`config.mk`:
```
export PLATFORM = sky130hd
export DESIGN_NAME = battery_gauge_level_tracker_core
export DESIGN_NICKNAME = d
export VERILOG_FILES = /design/src/rtl/core/bglt_pkg.sv /design/src/rtl/core/battery_gauge_level_tracker_core.sv /design/src/rtl/core/bglt_front.sv /design/src/rtl/core/bglt_queue.sv /design/src/rtl/core/bglt_back.sv
export SDC_FILE = /design/constraint.sdc
export NUM_CORES = 1
export LEC_CHECK = 0
export BUFFER_PORTS_ARGS = -buffer_cell sky130_fd_sc_hd__buf_2
export CORE_MARGIN = 2
export CORE_UTILIZATION = 45
export CTS_CLUSTER_DIAMETER = 30
export DETAILED_ROUTE_END_ITERATION = 8
export GPL_ROUTABILITY_DRIVEN = 0
export SYNTH_ARGS = -nofsm -noshare
export SYNTH_HDL_FRONTEND = slang
export SYNTH_SLANG_ARGS = --single-unit
```
`constraint.sdc`:
```
create_clock -name clock -period 4.7 [get_ports clock]
set_input_delay 0.47 -clock clock [delete_from_list [all_inputs] [get_ports clock]]
set_output_delay 0.47 -clock clock [all_outputs]
set_load 0.05 [all_outputs]
```
`src/rtl/core/bglt_pkg.sv`:
```
package bglt_pkg;

   // Field widths
   localparam int CELL_W   = 16;
   localparam int PACK_W   = 17;
   localparam int CAP_W    = 7;
   localparam int LEVEL_W  = 3;
   localparam int MODE_W   = 2;
   localparam int MARGIN_W = 4;
   localparam int CSR_IDX_W = 1;

   // Item queue between front and back
   localparam int QUEUE_DEPTH_DEF = 2;

   // Charge mode codes
   localparam logic [MODE_W-1:0] MODE_IDLE     = 2'd0;
   localparam logic [MODE_W-1:0] MODE_CHARGING = 2'd1;
   localparam logic [MODE_W-1:0] MODE_DONE     = 2'd2;
   localparam logic [MODE_W-1:0] MODE_NO_BATT  = 2'd3;

   // Register indexes
   localparam logic [CSR_IDX_W-1:0] CSR_NO_BATT_THRESH = 1'b0;
   localparam logic [CSR_IDX_W-1:0] CSR_LEVEL_MARGIN   = 1'b1;

   // Reset values
   localparam logic [PACK_W-1:0]   NO_BATT_THRESH_RST = 17'd8600;
   localparam logic [MARGIN_W-1:0] LEVEL_MARGIN_RST   = 4'd5;
   localparam logic [PACK_W-1:0]   LAST_PACK_RST      = 17'd8000;
   localparam logic [LEVEL_W-1:0]  LEVEL_RST          = 3'd5;

   // Capacity and level constants
   localparam int CAP_MAX    = 100;
   localparam int LEVEL_MAX  = 5;
   localparam int LEVEL_STEP = 20;
   localparam int FIVE_PCT_MV = 3476;

   localparam logic [CELL_W-1:0] VOLT_PTS [0:10] = '{
      16'd3449, 16'd3504, 16'd3545, 16'd3582, 16'd3620, 16'd3669,
      16'd3735, 16'd3821, 16'd3916, 16'd4023, 16'd4200
   };

   // One voltage threshold per percent step 1..100, nondecreasing
   typedef logic [CAP_MAX:1][CELL_W-1:0] thresh_type;

   function automatic thresh_type build_thresh();
      thresh_type t;
      int         d;
      int         j;
      int         lo;
      int         hi;
      t = '0;
      for (int k = 1; k <= CAP_MAX; k++) begin
         d  = k / 10;
         j  = k % 10;
         if (k == CAP_MAX) begin
            t[k] = VOLT_PTS[10];
         end else if (d == 0) begin
            // lowest decade splits at the extra five percent point
            if (j >= 5) begin
               lo = FIVE_PCT_MV;
               hi = int'(VOLT_PTS[1]);
               t[k] = CELL_W'(lo + (hi - lo) * (j - 5) / 5);
            end else begin
               lo = int'(VOLT_PTS[0]);
               hi = FIVE_PCT_MV;
               t[k] = CELL_W'(lo + (hi - lo) * j / 5);
            end
         end else begin
            lo = int'(VOLT_PTS[d]);
            hi = int'(VOLT_PTS[d + 1]);
            t[k] = CELL_W'(lo + (hi - lo) * j / 10);
         end
      end
      return t;
   endfunction

   localparam thresh_type CAP_THRESH = build_thresh();

   // Classified item held in the queue
   typedef struct packed {
      logic [MODE_W-1:0] mode;
      logic [PACK_W-1:0] pack_mv;
      logic [CAP_W-1:0]  cap;
   } item_type;

   // Queue head as seen by the back end
   typedef struct packed {
      logic     valid;
      item_type item;
   } q_head_type;

endpackage

```
`src/rtl/core/battery_gauge_level_tracker_core.sv`:
```
// Battery gauge level tracker.
// Input channel req_*: one item per cell voltage sample with the charger
// pins; taken at a clock edge with req_valid high and req_stall low.
// Result channel rsp_*: one item per input item, in order, with charge
// mode, pack voltage, capacity in percent and the 0..5 gauge level.
// Register port csr_*: index 0 is the no-battery threshold, index 1 the
// level margin; csr_ready is always high, write only while idle.
// An item taken on the input is written into the queue by the front,
// then loaded into the output register by the back before it can leave.
// Throughput: one item per cycle; the front finishes classification in
// the accepting cycle, the back finishes the level in the popping cycle.
// When the receiver stalls, the result holds, the queue fills and then
// req_stall rises; nothing is dropped.
// Reset (synchronous): queue and output empty, threshold 8600, margin 5,
// stored pack voltage 8000, level 5.
module battery_gauge_level_tracker_core #(
   parameter int QUEUE_DEPTH = bglt_pkg::QUEUE_DEPTH_DEF
) (
   input  logic                           clock,
   input  logic                           reset,
   input  logic                           req_valid,
   output logic                           req_stall,
   input  logic                           req_charger_present,
   input  logic                           req_charge_done,
   input  logic [bglt_pkg::CELL_W-1:0]    req_cell_mv,
   output logic                           rsp_valid,
   input  logic                           rsp_stall,
   output logic [bglt_pkg::MODE_W-1:0]    rsp_charge_mode,
   output logic [bglt_pkg::PACK_W-1:0]    rsp_pack_mv,
   output logic [bglt_pkg::CAP_W-1:0]     rsp_capacity_pct,
   output logic [bglt_pkg::LEVEL_W-1:0]   rsp_gauge_level,
   input  logic                           csr_valid,
   output logic                           csr_ready,
   input  logic [bglt_pkg::CSR_IDX_W-1:0] csr_index,
   input  logic [bglt_pkg::PACK_W-1:0]    csr_wdata
);
   import bglt_pkg::*;

   logic [PACK_W-1:0]   thresh_ff;
   logic [PACK_W-1:0]   thresh_in;
   logic [MARGIN_W-1:0] margin_ff;
   logic [MARGIN_W-1:0] margin_in;
   logic                csr_wr;
   logic                q_full;
   logic                push;
   item_type            push_item;
   logic                pop;
   q_head_type          head;

   // Configuration registers
   assign csr_ready = 1'b1;
   assign csr_wr    = csr_valid & csr_ready;

   always_comb begin
      thresh_in = thresh_ff;
      margin_in = margin_ff;
      if (csr_wr) begin
         unique case (csr_index)
            CSR_NO_BATT_THRESH: thresh_in = csr_wdata;
            CSR_LEVEL_MARGIN:   margin_in = csr_wdata[MARGIN_W-1:0];
            default:            thresh_in = thresh_ff;
         endcase
      end
   end

   always_ff @(posedge clock) begin
      if (reset) begin
         thresh_ff <= NO_BATT_THRESH_RST;
         margin_ff <= LEVEL_MARGIN_RST;
      end else begin
         thresh_ff <= thresh_in;
         margin_ff <= margin_in;
      end
   end

   bglt_front u_front (
      .clock               (clock),
      .reset               (reset),
      .req_valid           (req_valid),
      .req_stall           (req_stall),
      .req_charger_present (req_charger_present),
      .req_charge_done     (req_charge_done),
      .req_cell_mv         (req_cell_mv),
      .no_batt_thresh      (thresh_ff),
      .q_full              (q_full),
      .push                (push),
      .push_item           (push_item)
   );

   bglt_queue #(
      .DEPTH (QUEUE_DEPTH)
   ) u_queue (
      .clock     (clock),
      .reset     (reset),
      .push      (push),
      .push_item (push_item),
      .full      (q_full),
      .pop       (pop),
      .head      (head)
   );

   bglt_back u_back (
      .clock            (clock),
      .reset            (reset),
      .head             (head),
      .pop              (pop),
      .level_margin     (margin_ff),
      .rsp_valid        (rsp_valid),
      .rsp_stall        (rsp_stall),
      .rsp_charge_mode  (rsp_charge_mode),
      .rsp_pack_mv      (rsp_pack_mv),
      .rsp_capacity_pct (rsp_capacity_pct),
      .rsp_gauge_level  (rsp_gauge_level)
   );

`ifndef ASSERT_OFF
   // Gauge level never leaves its range
   a_level_range: assert property (@(posedge clock) disable iff (reset)
      rsp_valid |-> (rsp_gauge_level <= LEVEL_W'(LEVEL_MAX)))
      else $error("gauge level out of range");

   // Empty capacity forces the empty level
   a_zero_cap: assert property (@(posedge clock) disable iff (reset)
      (rsp_valid && rsp_capacity_pct == '0) |-> (rsp_gauge_level == '0))
      else $error("capacity zero without level zero");

   // A popped queue entry always reaches the output on the next edge
   a_pop_loads: assert property (@(posedge clock) disable iff (reset)
      pop |=> rsp_valid)
      else $error("popped item not presented");

   // Nothing is popped from an empty queue
   a_pop_nonempty: assert property (@(posedge clock) disable iff (reset)
      pop |-> head.valid)
      else $error("pop from empty queue");
`endif

endmodule

```
`src/rtl/core/bglt_front.sv`:
```
module bglt_front (
   input  logic                          clock,
   input  logic                          reset,
   input  logic                          req_valid,
   output logic                          req_stall,
   input  logic                          req_charger_present,
   input  logic                          req_charge_done,
   input  logic [bglt_pkg::CELL_W-1:0]   req_cell_mv,
   input  logic [bglt_pkg::PACK_W-1:0]   no_batt_thresh,
   input  logic                          q_full,
   output logic                          push,
   output bglt_pkg::item_type            push_item
);
   import bglt_pkg::*;

   logic [PACK_W-1:0] last_pack_ff;
   logic [PACK_W-1:0] last_pack_in;
   logic [PACK_W-1:0] pack_mv;
   logic [MODE_W-1:0] mode;
   logic [127:0]      ge;
   logic [CAP_W-1:0]  cap;
   logic [CAP_W-1:0]  cand;

   // Accept whenever the queue has room
   assign req_stall = q_full;
   assign push      = req_valid & ~q_full;

   assign pack_mv = {req_cell_mv, 1'b0};

   // Charge mode uses the pack voltage stored by the previous item
   always_comb begin
      if (!req_charger_present) begin
         mode = MODE_IDLE;
      end else if (last_pack_ff > no_batt_thresh) begin
         mode = MODE_NO_BATT;
      end else if (req_charge_done) begin
         mode = MODE_DONE;
      end else begin
         mode = MODE_CHARGING;
      end
   end

   // Comparator bank against every percent threshold
   always_comb begin
      ge    = '0;
      ge[0] = 1'b1;
      for (int k = 1; k <= CAP_MAX; k++) begin
         ge[k] = (req_cell_mv >= CAP_THRESH[k]);
      end
   end

   // Thermometer code to capacity by binary search on the top set bit
   always_comb begin
      cap  = '0;
      cand = '0;
      for (int b = CAP_W - 1; b >= 0; b--) begin
         cand = cap | (CAP_W'(1) << b);
         if (ge[cand]) begin
            cap = cand;
         end
      end
   end

   assign push_item.mode    = mode;
   assign push_item.pack_mv = pack_mv;
   assign push_item.cap     = cap;

   // Pack voltage memory
   assign last_pack_in = push ? pack_mv : last_pack_ff;

   always_ff @(posedge clock) begin
      if (reset) begin
         last_pack_ff <= LAST_PACK_RST;
      end else begin
         last_pack_ff <= last_pack_in;
      end
   end

endmodule

```
`src/rtl/core/bglt_queue.sv`:
```
module bglt_queue #(
   parameter int DEPTH = bglt_pkg::QUEUE_DEPTH_DEF
) (
   input  logic                  clock,
   input  logic                  reset,
   input  logic                  push,
   input  bglt_pkg::item_type    push_item,
   output logic                  full,
   input  logic                  pop,
   output bglt_pkg::q_head_type  head
);
   import bglt_pkg::*;

   localparam int PTR_W = $clog2(DEPTH);
   localparam int CNT_W = $clog2(DEPTH + 1);

   item_type          entry_ff [DEPTH];
   logic [PTR_W-1:0]  wr_ptr_ff;
   logic [PTR_W-1:0]  wr_ptr_in;
   logic [PTR_W-1:0]  rd_ptr_ff;
   logic [PTR_W-1:0]  rd_ptr_in;
   logic [CNT_W-1:0]  count_ff;
   logic [CNT_W-1:0]  count_in;

   assign full       = (count_ff == CNT_W'(DEPTH));
   assign head.valid = (count_ff != '0);
   assign head.item  = entry_ff[rd_ptr_ff];

   // Pointer and fill count update
   always_comb begin
      wr_ptr_in = wr_ptr_ff;
      rd_ptr_in = rd_ptr_ff;
      count_in  = count_ff;
      if (push) begin
         wr_ptr_in = (wr_ptr_ff == PTR_W'(DEPTH - 1)) ? '0 : wr_ptr_ff + 1'b1;
      end
      if (pop) begin
         rd_ptr_in = (rd_ptr_ff == PTR_W'(DEPTH - 1)) ? '0 : rd_ptr_ff + 1'b1;
      end
      if (push && !pop) begin
         count_in = count_ff + 1'b1;
      end else if (pop && !push) begin
         count_in = count_ff - 1'b1;
      end
   end

   always_ff @(posedge clock) begin
      if (reset) begin
         wr_ptr_ff <= '0;
         rd_ptr_ff <= '0;
         count_ff  <= '0;
      end else begin
         wr_ptr_ff <= wr_ptr_in;
         rd_ptr_ff <= rd_ptr_in;
         count_ff  <= count_in;
      end
   end

   // Entry storage
   always_ff @(posedge clock) begin
      if (push) begin
         entry_ff[wr_ptr_ff] <= push_item;
      end
   end

endmodule

```
`src/rtl/core/bglt_back.sv`:
```
module bglt_back (
   input  logic                          clock,
   input  logic                          reset,
   input  bglt_pkg::q_head_type          head,
   output logic                          pop,
   input  logic [bglt_pkg::MARGIN_W-1:0] level_margin,
   output logic                          rsp_valid,
   input  logic                          rsp_stall,
   output logic [bglt_pkg::MODE_W-1:0]   rsp_charge_mode,
   output logic [bglt_pkg::PACK_W-1:0]   rsp_pack_mv,
   output logic [bglt_pkg::CAP_W-1:0]    rsp_capacity_pct,
   output logic [bglt_pkg::LEVEL_W-1:0]  rsp_gauge_level
);
   import bglt_pkg::*;

   logic                 out_valid_ff;
   logic                 out_valid_in;
   item_type             out_item_ff;
   logic [LEVEL_W-1:0]   out_level_ff;
   logic [LEVEL_W-1:0]   level_ff;
   logic [LEVEL_W-1:0]   level_in;
   logic [LEVEL_W-1:0]   new_level;
   logic [7:0]           c8;
   logic [7:0]           m8;
   logic                 found;

   // Load the output register when it is empty or being taken
   assign pop = head.valid & (~out_valid_ff | ~rsp_stall);

   assign c8 = {1'b0, head.item.cap};
   assign m8 = {4'b0, level_margin};

   // Level hysteresis against the previous level
   always_comb begin
      new_level = level_ff;
      found     = 1'b0;
      if (head.item.cap == '0) begin
         new_level = '0;
      end else begin
         for (int i = LEVEL_MAX; i >= 1; i--) begin
            if (!found && (LEVEL_W'(i) > level_ff) &&
                (c8 > 8'(LEVEL_STEP * (i - 1)) + m8)) begin
               new_level = LEVEL_W'(i);
               found     = 1'b1;
            end
         end
         for (int i = 1; i <= LEVEL_MAX; i++) begin
            if (!found && (LEVEL_W'(i) < level_ff) &&
                (c8 + m8 < 8'(LEVEL_STEP * i))) begin
               new_level = LEVEL_W'(i);
               found     = 1'b1;
            end
         end
      end
   end

   assign level_in     = pop ? new_level : level_ff;
   assign out_valid_in = pop ? 1'b1 : (out_valid_ff & rsp_stall);

   always_ff @(posedge clock) begin
      if (reset) begin
         level_ff     <= LEVEL_RST;
         out_valid_ff <= 1'b0;
      end else begin
         level_ff     <= level_in;
         out_valid_ff <= out_valid_in;
      end
   end

   // Output payload
   always_ff @(posedge clock) begin
      if (pop) begin
         out_item_ff  <= head.item;
         out_level_ff <= new_level;
      end
   end

   assign rsp_valid        = out_valid_ff;
   assign rsp_charge_mode  = out_item_ff.mode;
   assign rsp_pack_mv      = out_item_ff.pack_mv;
   assign rsp_capacity_pct = out_item_ff.cap;
   assign rsp_gauge_level  = out_level_ff;

endmodule
```
-- Word-level counts from Yosys, hierarchy flattened
Memory sizes are Yosys's and may differ from the RTL's. A register that Yosys moved wholly into a read port is not among the register bits.
Index checks and enable logic that the tools add are counted.
- memories: 1
- logic and storage cells: 255
- output and inout port bits: 32
- bits in writable memories: 50
- register bits after elaboration: 74
- input bits: 41
- memories (name ; words ; bits a word ; rd ports ; clocked after Yosys merged registers in ; write ports ; RTL line ; RTL):
    u_queue.entry_ff ; 2 ; 25 ; 1 ; 1 ; 1 ; bglt_queue.sv:17 ; item_type entry_ff [DEPTH];
- muxes and demuxes: 60
- reduce and logical (&&, ||, !) cells: 37
- $add $sub $neg: 9
- bitwise gates (word level): 8
- equality and inequality tests: 1
- magnitude comparators: 127
- operator list (kind ; count):
    $ge A16 B12 Y1 const B ; 94
    $ge A16 B13 Y1 const B ; 6
    $lt A7 B8 Y1 const B ; 6
    $bmux W1 S6 ; 6
    $mux W3 ; 12
    $gt A7 B8 Y1 ; 4
    $mux W1 ; 32
    $logic_and A1 B1 Y1 ; 21
    $gt A17 B17 Y1 ; 1
    $lt A8 B6 Y1 const B ; 2
    $lt A8 B7 Y1 const B ; 2
    $add A6 B4 Y7 const A ; 2
    $mux W2 ; 6
    $logic_not A1 Y1 ; 11
    $add A7 B4 Y8 ; 1
    $add A7 B4 Y8 const A ; 1
    $lt A8 B5 Y1 const B ; 1
    $gt A7 B4 Y1 ; 1
    $logic_not A7 Y1 ; 1
    $mux W7 ; 1
    $add A5 B4 Y6 const A ; 1
    $gt A2 B3 Y1 const A ; 2
    $gt A3 B3 Y1 const A ; 2
    $lt A2 B3 Y1 const A ; 2
    15 further kinds ; 24

-- Logic depth before layout (Yosys ltp)
- word-level depth: 50
- depth in mapped cells: 21
- gate-level depth less buffers: 18

-- Cells and area by module
From an unflattened synthesis, not the netlist that was laid out.
- cells, all modules: 926
- area, all modules: 8595.7 µm²
- modules (own cells, without submodules) (module ; instances ; seq. area each (µm²) ; area an instance (µm²) ; cells each):
    bglt_front ; 1 ; 320.3 ; 3490.8 ; 539
    bglt_queue ; 1 ; 1661.6 ; 2092.0 ; 103
    bglt_back ; 1 ; 950.9 ; 2042.0 ; 191
    battery_gauge_level_tracker_core ; 1 ; 420.4 ; 970.9 ; 93

-- Worst setup path after synthesis
Ideal clock, no wire load.
- kind: input to register
- start point: input port req_cell_mv[12] (netlist bit)
- end point: memory u_queue.entry_ff[0][0] (netlist bit) (data pin)
- buffers on the path: 3
- arrival time: 3923 ps
- required time: 4430 ps
- setup time: 270 ps
- stages on the path: 19
- slack: 507 ps
- path through: buf_6 or4_4 buf_6 a2111o_1 nand2_1 inv_2 nor3_4 o21ai_1 a211oi_2 o31ai_4 a211o_1 a2bb2oi_2 o221ai_4 buf_6 mux2i_1 nor3_2 nor3_1 nor4_1 nand3_1
- RTL lines (element ; RTL line ; RTL):
    start: declaration ; battery_gauge_level_tracker_core.sv:25 ; input logic [bglt_pkg::CELL_W-1:0] req_cell_mv,
    end: declaration ; bglt_queue.sv:17 ;

==> flow_summary.toml <==
[logic_synthesis]
netlist.area_leader.share = 0.2964
synth_adder_area_share = 0.05669
seq_area_frac_synth = 0.4130
synthFlopType = "edfxtp_1"
async_flop_share = 0
synth_edf_count = 78
synth_nets = 963
synth-simple-area-share = 0.2032
synth_seq_cells = 124
synthMuxAreaShare = 0.04703
synth_top_family_by_area = "compound AO/OA/AOI/OAI gates"
synth-xor-area-share = 0.006651
ys_top_cells_by_area = "edfxtp_1, dfxtp_1, nand2_1, ha_1, a21oi_1"
netlist.top_cell.by_area = "edfxtp_1"
syn_area_um2 = 7901
synth_compound_area_frac = 0.2196
synth_area_per_cell_um2 = 8.908
yosysUniqueCellTypes = 88
netlist_instances = 887
yosys_warnings = 0

[critical_path]
required_ns = 4.82
worstSetupPathType = "input pin to register"
startpoint_type = "input pin"
cp.arrival_ns = 4.50
r2r_slack_ns = 1.00
critPathCaptureType = "register"
crit_fanout = 16

[placement]
place.detailed.hpwl_mm = 17.06
port_buffers = 70
placed_area_um2 = 8792
dp.cells = 1191

[grt]
grt.overflow.total = 0
grt_pass1_wl_mm = 37.24
grt_max_degree = 47
antenna_found_initial = 0
first_global_vias = 7007
gr-usage-all-layers = 0.2597

[cells_and_area]
design_area_um2 = 9351
finalNetCount = 1061
fillers = 1589
multi_input_area_um2 = 4223
synthToLayoutAreaGrowth_pct = 18.35
final-seq-area_um2 = 3263
n_antenna_cell = 0
final_layout_size_suffix_gt1_frac = 0.2154
fin_cells = 1223

[floorplanning]
num_rows = 48
die_h_um = 136.5
die-width_um = 136.5
start_util = 0.4584
io_pins = 73
core_area_um2 = 17240
fp.dieArea_um2 = 18640

[cts]
cts.sinks = 124
cts_setup_buffers = 0
clock_path_buffers = 2
cts_max_level = 4
ctsResizeCount = 0
cts_hold_buf = 0
clkTransAtPathRegs_ns = 0.05
cts_made_buffers = 17
cts_tree = "built"
worstSkewPairLatency_ns = 0.41
ctsRootBufferMaster = "clkbuf_16"

[routing]
drtIter0Drc = 881
wl_per_cell_um = 19.19
drt_wl_total_mm = 23.47
vias = 7419
via_per_inst = 6.066
ant_nets = 0
drc_errors = 0
firstDrtPassIters = 7

[outcome]
outcome = "finished clean"

[timing]
setup_violations = 0
worst_slew_pin_slew_ns = 0.8253
slew_headroom = 0.4498
slew_violations = 0
hold_viol_final = 0
min_period_ns = 4.375
clock_skew_ns = 0.01361
fmax_mhz = 228.6
rsz0062_at_grt = "false"
finalCritPeriodShare = 0.9309
finalSetupTns_ns = 0

[power]
pwr-share-clk = 0.279
intPower_w = 0.002756
power.density_nw_per_um2 = 472.2
ir_drop_uv = 353.6
swShare = 0.3757
combinationalPowerShare = 0.370
leakage_nw = 3.710
pwr-share-seq = 0.351
p_sw_w = 0.001659
power_w = 0.004416

[flow_run]
cap_violations = 0

[min_path]
hp-class = "input pin to register"
==> metrics by stage <==
step	setup slack [ns]	util	hold WS, ns
finish	0.3249	0.5425	0.2641
CTS	0.4415	0.5425	0.2439
global placement	0.1082	0.5101	0.4464
detailed placement	0.03372	0.5101	0.4482
floorplan	0.5070	-	0.4363
global route	0.1811	0.5425	0.2439
==> flip-flops by register name, indices dropped and copies added, names as in the netlist, named ones only <==
signal and flops:
u_back.rsp_capacity_pct 7, u_queue.wr_ptr_ff 1, thresh_ff 17, u_queue.entry_ff 50, u_back.rsp_gauge_level 3, u_back.rsp_valid 1
u_back.level_ff 3, margin_ff 4, u_queue.count_ff 2, u_queue.rd_ptr_ff 1, u_back.rsp_charge_mode 2, u_front.last_pack_ff 16
u_back.rsp_pack_mv 16
==> layer usage <==
layer,up-vias,share of wire,GRT usage,wire [um]
li1,3462,-,-,-
met1,3422,0.42,0.3451,9941
met2,412,0.44,0.3883,10330
met3,123,0.088,0.06630,2071
met4,0,0.048,0.1377,1124
met5,-,0,0,0
==> cell families after synthesis <==
logic type                 after synthesis
and+or+nand+nor                        329
AOI/OAI and AO/OA                      256
DFF                                    124
buffers and inverters                  100
adders and majority gates               36
muxes                                   34
xor gates and xnor gates                 6
other                                    2
==> cell usage in the layout, fill, tap and decap left out, types with 15 or more instances in the layout <==
master / netlist / final
nand2_1: 127 / 127
a21oi_1: 85 / 85
edfxtp_1: 78 / 78
buf_2: 7 / 70
nor2_1: 70 / 69
buf_4: 3 / 62
o21ai_0: 53 / 53
dfxtp_1: 46 / 46
inv_1: 40 / 40
ha_1: 35 / 35
mux2_2: 24 / 24
nor3_1: 22 / 22
nand3_1: 18 / 18
clkbuf_16: 0 / 17
and3_1: 16 / 16
a21o_1: 16 / 16
a211o_1: 15 / 15
==> Yosys cell counts (6+ instances only) <==
library cell and n:
a211o_1 15, a211oi_1 6, a21o_1 16, a21oi_1 85
a31oi_1 12, and3_1 16, buf_1 9, buf_2 7
clkbuf_1 33, dfxtp_1 46, edfxtp_1 78, ha_1 35
inv_1 40, mux2_2 24, mux2i_1 9, nand2_1 127
nand3_1 18, nand3b_1 9, nand4_1 10, nor2_1 70
nor3_1 22, nor4_1 7, o21ai_0 53, or3_1 7
==> final cells by class <==
class | count | share of cell area
repair buffers | 134 | 0.09152
multi-input cells | 663 | 0.4516
flip-flops and latches | 124 | 0.3489
clock inverters | 12 | 0.01311
well taps | 225 | 0.03010
clock buffers | 20 | 0.04670
inverters | 45 | 0.01806
==> path summary, 6_finish.rpt <==
path / cells past startpoint / startpoint / end
hold / removal: 2 / csr_wdata[7] / thresh_ff[7]
hold reg to reg: 2 / thresh_ff[11] / thresh_ff[11]
setup / recovery: 18 / req_cell_mv[14] / u_queue.entry_ff[1][0]
setup reg to reg: 15 / register / u_back.level_ff[0]
==> critical path, stage by stage <==
cell and delay [ns]:
buf_2 0.15, or4_4 0.55, buf_4 0.23, a211oi_4 0.26, a21oi_2 0.09, and4_1 0.25
o311ai_2 0.25, a211oi_1 0.08, or4_1 0.49, a21oi_1 0.20, nand3b_1 0.17, o221ai_4 0.38
buf_4 0.24, o21ai_0 0.08, nand4_1 0.16, nand4_1 0.11, o2111ai_1 0.17, nand3_1 0.16
==> power by group through the flow <==
stage	Combinational, W	Sequential [W]	Clock (W)
after floorplan	0.000874	0.00190	0
after detailed placement	0.00163	0.00157	0
after global routing	0.00179	0.00157	0.00131
final	0.00163	0.00155	0.00123
after global placement	0.00162	0.00157	0
after CTS	0.00164	0.00155	0.00126
No activity file was read; power rests on OpenSTA's default activity.
